## src/rtl/nte_pkg.sv

```systemverilog
// ----------------------------------------------------------------------------
// nte_pkg: shared constants and types for the NAS TAI extractor
// Protocol codes, PDU length bound and the widths derived from it.
// ----------------------------------------------------------------------------
`default_nettype none

package nte_pkg;

    // Longest PDU that is examined; longer ones report not found
    localparam int MAX_PDU_BYTES = 4096;

    // Byte counter saturates at MAX_PDU_BYTES + 1
    localparam int POS_W = $clog2(MAX_PDU_BYTES + 2);
    // Element offsets can run one TLV (up to 256 bytes) past the bound
    localparam int OFS_W = $clog2(MAX_PDU_BYTES + 257);

    typedef logic [POS_W-1:0] pos_t;
    typedef logic [OFS_W-1:0] ofs_t;

    // Protocol codes
    localparam logic [3:0] PD_EMM             = 4'h7;
    localparam logic [3:0] SEC_HDR_PLAIN      = 4'h0;
    localparam logic [7:0] TYPE_ATTACH_ACCEPT = 8'h42;
    localparam logic [7:0] TYPE_TAU_ACCEPT    = 8'h49;
    localparam logic [7:0] IEI_TAI_LIST       = 8'h54;
    localparam logic [7:0] TYPE1_MASK         = 8'hF0;
    localparam logic [7:0] TYPE1_MIN          = 8'h80;
    localparam logic [1:0] LIST_TYPE_LIMIT    = 2'h3;
    localparam logic [3:0] MNC_FILLER         = 4'hF;

    // Attach Accept layout: list length byte and first list byte
    localparam int ATTACH_LEN_POS  = 4;
    localparam int ATTACH_LIST_POS = 5;
    // First TAU element sits at body offset 1, i.e. message byte 3
    localparam int WALK_FIRST_POS  = 3;

    // Captured head of the TAI list
    localparam int LIST_CAPTURE = 6;
    localparam int CAP_IDX_W    = $clog2(LIST_CAPTURE);

    typedef logic [CAP_IDX_W-1:0] cap_idx_t;

endpackage

`default_nettype wire

```

## src/rtl/nas_tai_extractor.sv

```systemverilog
// ----------------------------------------------------------------------------
// nas_tai_extractor: tracking area identity from an LTE NAS EMM PDU
// Parses one PDU byte per transfer and emits one result per PDU on its
// last byte: found flag, MCC, MNC and TAC of the first TAI list entry.
// ----------------------------------------------------------------------------
//
//  channel   dir   tdata                        tuser   tlast
//  -------   ---   --------------------------   -----   ----------------
//  s_*       in    pdu_byte                     -       last PDU byte
//  m_*       out   country, network, area code  found   -
//
//  One byte is accepted per cycle unless the input stalls. After the
//  transfer of the last PDU byte the length and header checks fill the
//  finish stage, then the BCD digit arithmetic fills the output register.
//  The output register and a one-entry finish stage decouple the two sides;
//  input stalls only while a finish is held by a stalled output.
//  rst_n clears all parse state; captured list bytes need no reset.
// ----------------------------------------------------------------------------
`default_nettype none

module nas_tai_extractor
    import nte_pkg::*;
(
    input  wire logic        clk,
    input  wire logic        rst_n,
    // input stream
    input  wire logic        s_tvalid,
    output logic             s_tready,
    input  wire logic [7:0]  s_tdata,   // [7:0] pdu_byte
    input  wire logic        s_tlast,   // last
    // result stream
    output logic             m_tvalid,
    input  wire logic        m_tready,
    output logic [39:0]      m_tdata,   // [10:0] country_code, [21:11] network_code,
                                        // [37:22] area_code, [39:38] zero
    output logic             m_tuser    // found
);

    localparam pos_t POS_MAX = POS_W'(MAX_PDU_BYTES);
    localparam ofs_t OFS_MAX = OFS_W'(MAX_PDU_BYTES);

    // ------------------------------------------------------------------------
    // Parse state
    // ------------------------------------------------------------------------
    pos_t        byte_position_reg, byte_position_next;
    logic [7:0]  header_byte_reg,   header_byte_next;
    logic [7:0]  message_type_reg,  message_type_next;
    ofs_t        next_offset_reg,   next_offset_next;
    logic        walk_done_reg,     walk_done_next;
    logic        length_pending_reg, length_pending_next;
    ofs_t        list_start_reg,    list_start_next;
    logic [7:0]  list_length_reg,   list_length_next;
    logic        list_seen_reg,     list_seen_next;
    logic [7:0]  list_bytes_reg [LIST_CAPTURE];

    // Finish stage and output register
    logic        fin_valid_reg;
    logic        fin_ok_reg, fin_ok_next;
    logic        m_tvalid_reg;
    logic        found_reg;
    logic [10:0] country_reg;
    logic [10:0] network_reg;
    logic [15:0] area_reg;

    logic        take;
    logic        adv;
    logic [7:0]  b;
    logic [OFS_W:0] p_ext;
    logic [OFS_W:0] walk_pos;
    logic [OFS_W:0] ls_ext;
    logic [OFS_W:0] cap_offset;
    logic [OFS_W:0] list_end;
    logic        walk_hit;
    logic        cap_en;
    cap_idx_t    cap_idx;

    assign b        = s_tdata;
    assign adv      = !m_tvalid_reg || m_tready;
    assign s_tready = !fin_valid_reg || adv;
    assign take     = s_tvalid && s_tready;

    // Position compares, all but the saturation check in one common width
    assign p_ext      = (OFS_W+1)'(byte_position_reg);
    assign walk_pos   = {1'b0, next_offset_reg} + (OFS_W+1)'(2);
    assign ls_ext     = {1'b0, list_start_reg};
    assign cap_offset = p_ext - ls_ext;
    assign walk_hit   = !walk_done_reg && (p_ext == walk_pos);
    assign cap_en     = list_seen_reg && (p_ext >= ls_ext) &&
                        (cap_offset < (OFS_W+1)'(LIST_CAPTURE)) &&
                        (byte_position_reg < POS_MAX);
    assign cap_idx    = cap_offset[CAP_IDX_W-1:0];

    // ------------------------------------------------------------------------
    // Per-byte parse: header, type, Attach length or TAU element walk
    // ------------------------------------------------------------------------
    always_comb
    begin
        byte_position_next  = byte_position_reg;
        header_byte_next    = header_byte_reg;
        message_type_next   = message_type_reg;
        next_offset_next    = next_offset_reg;
        walk_done_next      = walk_done_reg;
        length_pending_next = length_pending_reg;
        list_start_next     = list_start_reg;
        list_length_next    = list_length_reg;
        list_seen_next      = list_seen_reg;

        if (byte_position_reg < POS_MAX)
        begin
            if (byte_position_reg == pos_t'(0))
            begin
                header_byte_next = b;
            end
            else if (byte_position_reg == pos_t'(1))
            begin
                message_type_next = b;
            end
            else if (message_type_reg == TYPE_ATTACH_ACCEPT)
            begin
                if (byte_position_reg == pos_t'(ATTACH_LEN_POS))
                begin
                    list_length_next = b;
                    list_seen_next   = 1'b1;
                    list_start_next  = ofs_t'(ATTACH_LIST_POS);
                end
            end
            else if (message_type_reg == TYPE_TAU_ACCEPT &&
                     byte_position_reg >= pos_t'(WALK_FIRST_POS) && walk_hit)
            begin
                if (length_pending_reg)
                begin
                    // TLV length byte: skip the value
                    next_offset_next    = next_offset_reg + ofs_t'(b) + ofs_t'(1);
                    length_pending_next = 1'b0;
                end
                else if (list_seen_reg)
                begin
                    list_length_next = b;
                    walk_done_next   = 1'b1;
                end
                else if (b == IEI_TAI_LIST)
                begin
                    list_seen_next   = 1'b1;
                    list_start_next  = next_offset_reg + ofs_t'(4);
                    next_offset_next = next_offset_reg + ofs_t'(1);
                end
                else if ((b & TYPE1_MASK) >= TYPE1_MIN)
                begin
                    // type-1 element, one byte
                    next_offset_next = next_offset_reg + ofs_t'(1);
                end
                else
                begin
                    length_pending_next = 1'b1;
                    next_offset_next    = next_offset_reg + ofs_t'(1);
                end
                if (next_offset_next > OFS_MAX)
                begin
                    walk_done_next = 1'b1;
                end
            end
        end

        if (byte_position_reg <= POS_MAX)
        begin
            byte_position_next = byte_position_reg + pos_t'(1);
        end
    end

    // Length and header checks at the last byte; digits follow next stage
    assign list_end = {1'b0, list_start_next} + (OFS_W+1)'(list_length_next);

    always_comb
    begin
        fin_ok_next = (byte_position_next <= POS_MAX) &&
                      (byte_position_next >= pos_t'(2)) &&
                      (header_byte_next[3:0] == PD_EMM) &&
                      (header_byte_next[7:4] == SEC_HDR_PLAIN) &&
                      (message_type_next == TYPE_ATTACH_ACCEPT ||
                       message_type_next == TYPE_TAU_ACCEPT) &&
                      list_seen_next &&
                      (list_length_next >= 8'(LIST_CAPTURE)) &&
                      (list_end <= (OFS_W+1)'(byte_position_next));
    end

    // Parse state registers; cleared after every last byte
    always_ff @(posedge clk or negedge rst_n)
    begin
        if (!rst_n)
        begin
            byte_position_reg  <= '0;
            header_byte_reg    <= '0;
            message_type_reg   <= '0;
            next_offset_reg    <= ofs_t'(1);
            walk_done_reg      <= 1'b0;
            length_pending_reg <= 1'b0;
            list_start_reg     <= '0;
            list_length_reg    <= '0;
            list_seen_reg      <= 1'b0;
        end
        else if (take)
        begin
            if (s_tlast)
            begin
                byte_position_reg  <= '0;
                header_byte_reg    <= '0;
                message_type_reg   <= '0;
                next_offset_reg    <= ofs_t'(1);
                walk_done_reg      <= 1'b0;
                length_pending_reg <= 1'b0;
                list_start_reg     <= '0;
                list_length_reg    <= '0;
                list_seen_reg      <= 1'b0;
            end
            else
            begin
                byte_position_reg  <= byte_position_next;
                header_byte_reg    <= header_byte_next;
                message_type_reg   <= message_type_next;
                next_offset_reg    <= next_offset_next;
                walk_done_reg      <= walk_done_next;
                length_pending_reg <= length_pending_next;
                list_start_reg     <= list_start_next;
                list_length_reg    <= list_length_next;
                list_seen_reg      <= list_seen_next;
            end
        end
    end

    // List capture. The finish stage reads these bytes once the last byte has
    // been taken; the next PDU cannot write them before its sixth byte.
    always_ff @(posedge clk)
    begin
        if (take && cap_en)
        begin
            list_bytes_reg[cap_idx] <= b;
        end
    end

    // ------------------------------------------------------------------------
    // Finish stage
    // ------------------------------------------------------------------------
    always_ff @(posedge clk or negedge rst_n)
    begin
        if (!rst_n)
        begin
            fin_valid_reg <= 1'b0;
        end
        else if (take && s_tlast)
        begin
            fin_valid_reg <= 1'b1;
        end
        else if (adv)
        begin
            fin_valid_reg <= 1'b0;
        end
    end

    always_ff @(posedge clk)
    begin
        if (take && s_tlast)
        begin
            fin_ok_reg <= fin_ok_next;
        end
    end

    // BCD digits to binary MCC / MNC, TAC big-endian
    logic [10:0] mcc;
    logic [10:0] mnc;
    logic [15:0] tac;
    logic        found;
    logic [3:0]  d3;

    always_comb
    begin
        d3  = list_bytes_reg[2][7:4];
        mcc = 11'(list_bytes_reg[1][3:0]) * 11'd100 +
              11'(list_bytes_reg[1][7:4]) * 11'd10 +
              11'(list_bytes_reg[2][3:0]);
        if (d3 == MNC_FILLER)
        begin
            mnc = 11'(list_bytes_reg[3][3:0]) * 11'd10 +
                  11'(list_bytes_reg[3][7:4]);
        end
        else
        begin
            mnc = 11'(list_bytes_reg[3][3:0]) * 11'd100 +
                  11'(list_bytes_reg[3][7:4]) * 11'd10 + 11'(d3);
        end
        tac   = {list_bytes_reg[4], list_bytes_reg[5]};
        found = fin_ok_reg && (list_bytes_reg[0][6:5] < LIST_TYPE_LIMIT) &&
                (mcc != 11'd0) && (tac != 16'd0);
    end

    // ------------------------------------------------------------------------
    // Output register
    // ------------------------------------------------------------------------
    always_ff @(posedge clk or negedge rst_n)
    begin
        if (!rst_n)
        begin
            m_tvalid_reg <= 1'b0;
        end
        else if (adv)
        begin
            m_tvalid_reg <= fin_valid_reg;
        end
    end

    always_ff @(posedge clk)
    begin
        if (adv && fin_valid_reg)
        begin
            found_reg   <= found;
            country_reg <= found ? mcc : 11'd0;
            network_reg <= found ? mnc : 11'd0;
            area_reg    <= found ? tac : 16'd0;
        end
    end

    assign m_tvalid = m_tvalid_reg;
    assign m_tuser  = found_reg;
    assign m_tdata  = {2'b00, area_reg, network_reg, country_reg};

`ifndef SYNTHESIS
    // A last-byte transfer always leads to a pending finish
    a_fin_set: assert property (@(posedge clk) disable iff (!rst_n)
        (s_tvalid && s_tready && s_tlast) |=> fin_valid_reg)
        else $error("finish not pending after last byte");

    // A held finish with a stalled output blocks the input
    a_fin_block: assert property (@(posedge clk) disable iff (!rst_n)
        (fin_valid_reg && m_tvalid && !m_tready) |-> !s_tready)
        else $error("input accepted while finish stalled");

    // A reported TAI has nonzero MCC and TAC
    a_found_nonzero: assert property (@(posedge clk) disable iff (!rst_n)
        (m_tvalid && m_tuser) |-> (m_tdata[10:0] != 11'd0 && m_tdata[37:22] != 16'd0))
        else $error("found with zero MCC or TAC");

    // Not found carries all-zero codes
    a_notfound_zero: assert property (@(posedge clk) disable iff (!rst_n)
        (m_tvalid && !m_tuser) |-> (m_tdata == 40'd0))
        else $error("not-found result with nonzero codes");

    // Byte counter never passes its saturation point
    a_pos_sat: assert property (@(posedge clk) disable iff (!rst_n)
        byte_position_reg <= POS_MAX + pos_t'(1))
        else $error("byte position out of range");
`endif

endmodule

`default_nettype wire

```

## config.mk

```make
export PLATFORM = sky130hd
export DESIGN_NAME = nas_tai_extractor
export DESIGN_NICKNAME = d
export VERILOG_FILES = /design/src/rtl/nte_pkg.sv /design/src/rtl/nas_tai_extractor.sv
export SDC_FILE = /design/constraint.sdc
export NUM_CORES = 1
export LEC_CHECK = 0
export ABC_CLOCK_PERIOD_IN_PS = 7250
export BUFFER_PORTS_ARGS = -buffer_cell sky130_fd_sc_hd__buf_2
export CAP_MARGIN = 0
export CELL_PAD_IN_SITES_DETAIL_PLACEMENT = 1
export CELL_PAD_IN_SITES_GLOBAL_PLACEMENT = 1
export CORE_AREA = 2 2 151 153
export CTS_BUF_LIST = sky130_fd_sc_hd__clkbuf_4 sky130_fd_sc_hd__clkbuf_8
export CTS_CLUSTER_SIZE = 24
export DETAILED_ROUTE_END_ITERATION = 6
export DIE_AREA = 0 0 153 155
export GPL_TIMING_DRIVEN = 0
export PLACE_DENSITY = 0.8
export SLEW_MARGIN = 40
export SYNTH_ARGS = -nofsm -noshare
export SYNTH_HDL_FRONTEND = slang
export SYNTH_SLANG_ARGS = --single-unit
```

## constraint.sdc

```tcl
create_clock -name clk -period 7.25 [get_ports clk]
set_clock_uncertainty 0.15 [all_clocks]
set_input_delay 0.725 -clock clk [delete_from_list [all_inputs] [get_ports clk]]
set_output_delay 0.725 -clock clk [all_outputs]
set_load 0.005 [all_outputs]
```

; Yosys cells after proc, flatten, opt, wreduce, memory -nomap -nowiden
; Memories as Yosys holds them, arrays and structs flattened.
; Index checks and enable logic that the tools add are counted.
[op_classes]
n_addsub = 13
n_mul = 5
order_cmp = 12
n_eq_ne = 14
n_mux = 75
reduce_logical = 36
[op_table]
columns = cell, n
row1 = $mux W13, 25
row2 = $mux W8, 16
row3 = $eq A8 B7 Y1 const B, 5
row4 = $add A13 B1 Y13 const B, 3
row5 = $mux W1, 33
row6 = $ge A13 B2 Y1 const B, 2
row7 = $le A13 B13 Y1 const B, 2
row8 = $add A11 B4 Y11, 2
row9 = $add A11 B8 Y11, 2
row10 = $mul A4 B3 Y7 const B, 3
row11 = $logic_and A1 B1 Y1, 20
row12 = $mul A4 B5 Y9 const B, 2
row13 = $reduce_bool A16 Y1, 1
row14 = $add A13 B2 Y14 const B, 1
row15 = $add A13 B8 Y14, 1
row16 = $eq A13 B14 Y1, 1
row17 = $le A14 B13 Y1, 1
row18 = $lt A14 B3 Y1 const B, 1
row19 = $sub A13 B13 Y14, 1
row20 = $add A13 B3 Y13 const B, 1
row21 = $add A13 B8 Y13, 1
row22 = $eq A13 B1 Y1 const B, 1
row23 = $eq A13 B3 Y1 const B, 1
row24 = $ge A13 B13 Y1, 1
row25 = other kinds (20), 28
[word_totals]
regBits = 108
ramBits = 48
inputBits = 13
output_inout_bits = 43
memories = 1
[memory_table]
columns = name, words, word_bits, read_ports, rd_ports_with_merged_regs, write_ports, line_no
row1 = list_bytes_reg, 6, 8, 6, 0, 1, nas_tai_extractor.sv:54  ; logic [7:0] list_bytes_reg [LIST_CAPTURE];

; Logic depth before layout (Yosys ltp)
; Gate-level depths: netlist (run 1).
[logic_depth]
ltp_word = 17
depth_mapped = 32
mapped_depth_nobuf = 30

; Worst setup path after synthesis (run 1)
; OpenSTA, ideal clock, no wires.
[synth_path]
kind = reg2reg
from = reg next_offset_reg[2]
to = reg fin_ok_reg (data pin)
setup_ns = 0.152
t_arrival_ns = 5.320
required_ns = 6.948
setup_slack_ns = 1.628
stages_incl_launch_ff = 31
path_buffers = 2
period_less_slack_ns = 5.622
path_cell_list = dfrtp_1 ha_1 and3_1 buf_4 xnor2_1 a211oi_1 o2111ai_2 or2_4 o21ai_1 nand2_1 buf_6 o21ai_0 ha_1 inv_1 fa_1 nor2b_1 o21ai_0 a21boi_0 o21ai_0 nand2b_1 a21oi_1 o21ai_0 nor2b_1 nand4_1 xnor2_1 ha_1 and3_1 nand3_1 o31ai_1 o2111ai_1 a31oi_1
[synth_via]
elab_chain_cells = 12
elab_cells_between_ends = 29
classes_between = add/sub (3) / order compare (2) / eq/ne (1) / mux (18) / reduce/logical (5)
[synth_rtl]
columns = element, line_no
row1 = start: declaration, nas_tai_extractor.sv:48  ; ofs_t next_offset_reg, next_offset_next;
row2 = start signal: assignment, nas_tai_extractor.sv:194  ; next_offset_reg <= ofs_t'(1);
row3 = start signal: assignment, nas_tai_extractor.sv:208  ; next_offset_reg <= ofs_t'(1);
row4 = start signal: assignment, nas_tai_extractor.sv:220  ; next_offset_reg <= next_offset_next;
row5 = $add A13 B2 Y14 / $add A13 B3 Y13 (equally long branches), "nas_tai_extractor.sv:84, nas_tai_extractor.sv:144"
row6 = $eq A13 B14 Y1 / $mux W13 (equally long branches), "nas_tai_extractor.sv:87, nas_tai_extractor.sv:141"
row7 = $logic_and A1 B1 Y1 / $mux W13 (equally long branches), "nas_tai_extractor.sv:87, nas_tai_extractor.sv:136"
row8 = $logic_and A1 B1 Y1 / $mux W13 (equally long branches), "nas_tai_extractor.sv:128, nas_tai_extractor.sv:130"
row9 = $mux W13 (tied with other cells), nas_tai_extractor.sv:127  ; else if (message_type_reg == TYPE_TAU_ACCEPT &&
row10 = $mux W13 (tied with other cells), nas_tai_extractor.sv:118  ; else if (message_type_reg == TYPE_ATTACH_ACCEPT)
row11 = $mux W13 (tied with other cells), nas_tai_extractor.sv:114  ; else if (byte_position_reg == pos_t'(1))
row12 = $mux W13 (tied with other cells), nas_tai_extractor.sv:110  ; if (byte_position_reg == pos_t'(0))
row13 = $mux W13 (tied with other cells), nas_tai_extractor.sv:108  ; if (byte_position_reg < POS_MAX)
row14 = $add A13 B8 Y14 (tied with other cells), nas_tai_extractor.sv:171  ; assign list_end = {1'b0, list_start_next} + (OFS_W+1)'(list_length_next);
row15 = $le A14 B13 Y1 / $logic_and A1 B1 Y1 (equally long branches), "nas_tai_extractor.sv:183, nas_tai_extractor.sv:181"
row16 = $logic_and A1 B1 Y1 (*), nas_tai_extractor.sv:182  ; (list_length_next >= 8'(LIST_CAPTURE)) &&
row17 = via fin_ok_next, nas_tai_extractor.sv:58  ; logic fin_ok_reg, fin_ok_next;
row18 = end signal: assignment, nas_tai_extractor.sv:263  ; fin_ok_reg <= fin_ok_next;
row19 = end: declaration, nas_tai_extractor.sv:58
; The timed path passes the listed nets; every way through them passes the cells marked *.
; A chain may end at the register's enable or synchronous reset.

; Worst setup path in the final report (run 1)
; Same ends and word-level chain as after synthesis.

==> results.json, run 1 <==
{
  "status": "completed",
  "worstPathRequired_ns": 7.36,
  "ys.flop_type": "edfxtp_1",
  "ios": 56,
  "cts_buffers": 17,
  "whs_path_depth": 2,
  "cp-start-kind": "flop",
  "drc": 0,
  "reg2reg_to": "fin_ok_reg$_DFFE_PP_",
  "r2r_slack_ns": 0.24,
  "ys_async_sr_fraction_pct": 45.3,
  "area_growth_pct": 10.6,
  "die_area_um2": 23700,
  "multiInputGateArea_um2": 6230,
  "grt_pass1_wl_mm": 51.7,
  "wl_mm": 32.7,
  "grt_max_degree": 54,
  "end_kind": "flop",
  "finalCritPeriodShare_pct": 96.7,
  "drt_pass1_iterations": 5,
  "syn_inst": 1145,
  "largest_reg_flops": 42,
  "drive_above_1_share_pct": 12.0,
  "fmax_mhz": 143,
  "slowest_stage": "dfrtp_2",
  "start_util_pct": 49.1,
  "track_usage_pct": 27.8,
  "synthesis.area_um2": 10900,
  "grt-ovfl-total": 0,
  "rsz0062_at_grt": "false",
  "synth_area_per_cell_um2": 9.53,
  "cap_violations": 0,
  "hp-start": "header_byte_reg[2]$_DFFE_PN0P_",
  "fill_cells": 2530,
  "portBuffers": 53,
  "die_h_um": 155,
  "ir_drop_mv": 0.108,
  "netlist.area_leader.share_pct": 22.6,
  "cts_buffer_depth": 2,
  "postRouteAntennaNets": 0,
  "cp_common_cell": "ha_1",
  "hpwl_mm": 25.1,
  "cts_tree": "built",
  "worst_pin_slew_ns": 0.794,
  "crit_type": "reg -> reg",
  "max_slew_margin_pct": 46.8,
  "synth_cell_type_count": 75,
  "reg2reg_from": "next_offset_reg[2]$_DFFE_PN0P_",
  "arrival_ns": 7.12,
  "holdCritPathClass": "reg -> reg",
  "antenna-diode-count": 0,
  "placedCellCount": 1486,
  "r2r_cells": 30,
  "max_stage_delay_ns": 0.47,
  "clock_latency_ns": 0.47,
  "final_cells": 1521,
  "ys_ff_latch": 150,
  "die_x_um": 153,
  "final_nets": 1356,
  "wl_per_cell_um": 21.5,
  "hold_viol": 0,
  "slew_viol_final": 0,
  "clock-sinks": 150,
  "yosysSeqAreaShare_pct": 38.2,
  "synth_area_leaders": "edfxtp_1, dfrtp_1, ha_1, o21ai_0, xnor2_1",
  "powerDensity_nw_per_um2": 184,
  "crit_fanout": 10,
  "grt_pass1_vias": 9541,
  "leakage_uw": 0.00524,
  "antenna_found_initial": 0,
  "cts_root_buf": "clkbuf_8",
  "min_period_ns": 7.01,
  "finalSetupViolations": 0,
  "clk_pin_slew_ns": 0.10,
  "h-tree-depth": 4,
  "drt_iter0_drc": 639,
  "core_um2": 22200,
  "vias": 9204,
  "rows": 55,
  "total_power_uw": 2220,
  "hold_end": "header_byte_reg[2]$_DFFE_PN0P_",
  "synth_edf_count": 82,
  "synth_top_area_cell": "edfxtp_1",
  "place_congestion": 0.905,
  "seqCellArea_um2": 4170,
  "synth_warnings": 0,
  "vias_per_cell": 6.05
}
==> metrics by stage <==
stage / TNS [ns] / instance area, um2 / setup slack, ns / hold WS (ns) / utilization (%)
detailed placement: -0.221 / 11600 / -0.221 / 0.351 / 52.3
global placement: 0 / 11500 / 0.0215 / 0.310 / 51.9
CTS: 0 / 12000 / 0.000979 / 0.377 / 54.1
finish: 0 / 12100 / 0.239 / 0.379 / 54.3
global route: 0 / 12100 / 0.0583 / 0.399 / 54.3
floorplan: 0 / 10900 / 1.63 / 0.279 / -
==> layer usage <==
| layer | track usage, % | share of wire, % | wire, um |
|---|---|---|---|
| met1 | 35.6 | 43 | 14100 |
| met2 | 48.8 | 50 | 16200 |
| met3 | 3.06 | 4.2 | 1370 |
| met4 | 10.4 | 3.0 | 977 |
| met5 | 0 | 0 | 0 |
==> worst max-delay path by stage <==
stage	cells after the start	start	slack, ns	to
2_1_floorplan	30	next_offset_reg[2]$_DFFE_PN0P_	1.63	fin_ok_reg$_DFFE_PP_
3_3_place_gp	30	next_offset_reg[2]$_DFFE_PN0P_	0.02	fin_ok_reg$_DFFE_PP_
3_5_place_dp	30	next_offset_reg[2]$_DFFE_PN0P_	-0.22	fin_ok_reg$_DFFE_PP_
4_1_cts	30	next_offset_reg[2]$_DFFE_PN0P_	0.001	fin_ok_reg$_DFFE_PP_
5_1_grt	30	next_offset_reg[2]$_DFFE_PN0P_	0.06	fin_ok_reg$_DFFE_PP_
6_report	30	next_offset_reg[2]$_DFFE_PN0P_	0.24	fin_ok_reg$_DFFE_PP_
==> cells by family after synthesis <==
| group | count (synthesis) | synth area share (%) |
|---|---|---|
| AO/OA/AOI/OAI | 270 | 15.7 |
| adder cells (fa/ha/maj) | 120 | 14.8 |
| XOR/XNOR | 85 | 6.89 |
| AND/OR/NAND/NOR | 365 | 17.3 |
| flip-flops | 150 | 38.2 |
| multiplexers | 17 | 1.82 |
| other | 1 | 0.0344 |
| buffers and inverters | 137 | 5.23 |
==> where the power goes <==
group | internal [uW] | switching (uW) | total (uW)
Clock | 324 | 354 | 678
Combinational | 190 | 324 | 514
Sequential | 965 | 59.2 | 1020
Total | 1480 | 737 | 2220
==> critical path: cells and delay by family (launching register included) <==
family / cells / cell delay, ns
compound gates: 11 / 2.30
simple gates: 11 / 2.16
fa+ha+maj: 4 / 1.11
flops: 1 / 0.47
buf+inv: 3 / 0.43
xor+xnor: 1 / 0.16
==> synth_stat cells (5+ instances only) <==
| master | instances |
|---|---|
| a211oi_1 | 7 |
| a21o_1 | 16 |
| a21oi_1 | 52 |
| a22o_1 | 10 |
| a22oi_1 | 18 |
| a31oi_1 | 13 |
| and2_1 | 32 |
| and3_1 | 11 |
| buf_2 | 14 |
| buf_4 | 6 |
| clkbuf_1 | 26 |
| dfrtp_1 | 67 |
| edfxtp_1 | 82 |
| fa_1 | 15 |
| ha_1 | 105 |
| inv_1 | 86 |
| mux2_4 | 5 |
| mux2i_1 | 9 |
| nand2_1 | 102 |
| nand2b_1 | 9 |
| nand3_1 | 26 |
| nand4_1 | 20 |
| nor2_1 | 67 |
| nor2b_1 | 21 |
| nor3_1 | 23 |
| nor4_1 | 16 |
| o2111ai_1 | 5 |
| o21a_1 | 7 |
| o21ai_0 | 96 |
| o21ai_1 | 7 |
| o22ai_1 | 5 |
| xnor2_1 | 54 |
| xor2_1 | 30 |
==> cell usage in the layout, fill, tap and decap left out, types with 51 or more instances in the layout <==
cell type | Yosys | final
inv_1 | 86 | 86
nor2_1 | 67 | 67
nand2_1 | 102 | 102
ha_1 | 105 | 105
a21oi_1 | 52 | 51
edfxtp_1 | 82 | 82
buf_2 | 14 | 66
dfrtp_1 | 67 | 66
xnor2_1 | 54 | 54
o21ai_0 | 96 | 93
==> layout make-up <==
type	count	share of cell area (%)
Clock inverter	11	1.08
Inverter	86	2.68
Multi-Input combinational cell	859	51.6
Buffer	51	2.05
Sequential cell	150	34.5
Clock buffer	21	2.19
Tap cell	285	2.96
Timing Repair Buffer	58	2.91
==> what timing repair did <==
item,4_1_cts,5_1_grt
setup buffers,0,2
pin swaps,0,1
hold buffers,1,0
setup endpoints to repair,1,1
cloned,0,0
resized for setup,3,6
hold endpoints to repair,14,0
No activity file was read; power rests on OpenSTA's default activity.
==> inputs of run 2 (changes only) <==
--- a/config.mk
+++ b/config.mk
@@ -10,13 +10,13 @@
 export CAP_MARGIN = 0
 export CELL_PAD_IN_SITES_DETAIL_PLACEMENT = 1
 export CELL_PAD_IN_SITES_GLOBAL_PLACEMENT = 1
-export CORE_AREA = 2 2 151 153
+export CORE_AREA = 2 2 180 182
 export CTS_BUF_LIST = sky130_fd_sc_hd__clkbuf_4 sky130_fd_sc_hd__clkbuf_8
 export CTS_CLUSTER_SIZE = 24
 export DETAILED_ROUTE_END_ITERATION = 6
-export DIE_AREA = 0 0 153 155
+export DIE_AREA = 0 0 182 184
 export GPL_TIMING_DRIVEN = 0
-export PLACE_DENSITY = 0.8
+export PLACE_DENSITY = 0.59
 export SLEW_MARGIN = 40
 export SYNTH_ARGS = -nofsm -noshare
 export SYNTH_HDL_FRONTEND = slang
==> results.json, run 2 (synthesis results as in run 1) <==
{
  "status": "completed",
  "crit_fanout": 10,
  "r2r_slack_ns": 0.43,
  "drt_pass1_iterations": 5,
  "hpwl_mm": 25.4,
  "place_ws_ns": -0.254,
  "antenna-diode-count": 0,
  "crit_type": "reg -> reg",
  "powerDensity_nw_per_um2": 180,
  "min_period_ns": 6.82,
  "power_frac_seq_pct": 46.4,
  "ir_drop_mv": 0.103,
  "end_kind": "flop",
  "leakage_uw": 0.00525,
  "clock_latency_ns": 0.48,
  "max_slew_margin_pct": 50.3,
  "finalCritPeriodShare_pct": 94.1,
  "p_sw_share_pct": 34.2,
  "antenna_found_initial": 1,
  "cts_buffers": 17,
  "cap_violations": 0,
  "final_cell_mix": "ha_1, nand2_1, o21ai_0",
  "rows": 65,
  "p_int_uw": 1450,
  "place_congestion": 0.808,
  "die_area_um2": 33500,
  "final_nets": 1359,
  "cts_buffer_depth": 2,
  "drive_above_1_share_pct": 12.0,
  "final_cells": 1641,
  "total_power_uw": 2200,
  "grt-ovfl-total": 0,
  "die_x_um": 182,
  "start_util_pct": 34.7,
  "wl_per_cell_um": 20.0,
  "grt_max_degree": 44,
  "final_common_cell": "ha_1",
  "vias": 8785,
  "max_stage_delay_ns": 0.45,
  "ios": 56,
  "drc": 0,
  "path_buf_inv": 3,
  "worstPathRequired_ns": 7.38,
  "grt_pass1_wl_mm": 52.3,
  "largest_reg_flops": 42,
  "power_frac_comb_pct": 23.6,
  "final_util_pct": 38.9,
  "cts_root_buf": "clkbuf_8",
  "grt_pass1_vias": 9130,
  "die_h_um": 184,
  "postRouteAntennaNets": 0,
  "fmax_mhz": 147,
  "cp_common_cell": "o21ai_1",
  "placedCellCount": 1603,
  "p_sw_uw": 754,
  "drt_iter0_drc": 381,
  "crit_family": "compound AO/OA/AOI/OAI gates",
  "area_growth_pct": 12.1,
  "cp-start-kind": "flop",
  "slew_viol_final": 0,
  "cts_tree": "built",
  "slowest_stage": "dfrtp_1",
  "track_usage_pct": 20.3,
  "holdCritPathClass": "reg -> reg",
  "clk_pin_slew_ns": 0.09,
  "core_um2": 31400,
  "vias_per_cell": 5.35,
  "wl_mm": 32.8,
  "portBuffers": 53,
  "clkPwrFrac_pct": 29.9,
  "setup_slack_ns": 0.426,
  "rsz0062_at_grt": "false",
  "worst_pin_slew_ns": 0.742,
  "h-tree-depth": 4,
  "finalSetupViolations": 0,
  "arrival_ns": 6.95,
  "clock-sinks": 150,
  "hold_viol": 0
}
[run 2: cell count changes in the layout (fill, tap and decap cells not counted), sizes merged]
cell / change
bufinv: -1
buf: +3
clkbuf: -1
inv: +4
clkinv: -2
[run 2: worst register-to-register path, delay by kind of cell, from the launching register on]
kind	cells	cell delay, ns
compound gates	12	2.38
simple gates	10	1.94
fa+ha+maj	3	0.95
buf+inv	3	0.58
flops	1	0.45
xor+xnor	1	0.17
[run 2: metal layers]
layer / GRT usage (%) / routed length, um / part of all wire [%] / vias to the layer above
li1: - / - / - / 4250
met1: 27.3 / 15700 / 48 / 4383
met2: 34.8 / 15700 / 48 / 126
met3: 2.91 / 921 / 2.8 / 26
met4: 4.48 / 454 / 1.4 / 0
met5: 0 / 0 / 0 / -
[run 2: power groups by stage]
| stage | clock network [uW] | logic [uW] | registers, uW |
|---|---|---|---|
| 3_5_place_dp | 0 | 507 | 1040 |
| 5_1_grt | 708 | 580 | 1030 |
| 4_1_cts | 681 | 511 | 1020 |
| 6_report | 659 | 521 | 1020 |
| 3_3_place_gp | 0 | 488 | 1040 |
| 2_1_floorplan | 0 | 341 | 1020 |
[run 2: area by class of cell]
class | instances | area (um2)
Fill cell | 3626 | 19200
Multi-Input combinational cell | 859 | 6230
Sequential cell | 150 | 4170
Tap cell | 402 | 503
Timing Repair Buffer | 61 | 374
Inverter | 86 | 323
Clock buffer | 20 | 263
Buffer | 51 | 248
Clock inverter | 12 | 118
[run 2: what timing repair did]
item	CTS	global route
buffers inserted	0	5
resized for setup	3	7
endpoints found under the hold margin	25	0
pin swaps	0	2
setup endpoints to repair	1	1
hold buffers	1	0
[run 2: stage by stage]
stage | area, um2 | hold WS, ns | setup TNS, ns
3_5_place_dp | 11800 | 0.339 | -0.254
3_3_place_gp | 11700 | 0.328 | -0.199
6_report | 12200 | 0.351 | 0
4_1_cts | 12200 | 0.356 | 0
2_1_floorplan | 10900 | 0.279 | 0
5_1_grt | 12200 | 0.389 | 0
[run 2: final timing paths]
check | from | end | cells after the start
setup / recovery | next_offset_reg[1]$_DFFE_PN0P_ | fin_ok_reg$_DFFE_PP_ | 29
hold / removal | fin_valid_reg$_DFFE_PN0P_ | m_tvalid$_DFFE_PN0P_ | 1
min in group asynchronous | rst_n | next_offset_reg[10]$_DFFE_PN0P_ | 2
max in group asynchronous | rst_n | next_offset_reg[0]$_DFFE_PN1P_ | 3
setup reg to reg | next_offset_reg[1]$_DFFE_PN0P_ | fin_ok_reg$_DFFE_PP_ | 29
hold reg to reg | fin_valid_reg$_DFFE_PN0P_ | m_tvalid$_DFFE_PN0P_ | 1
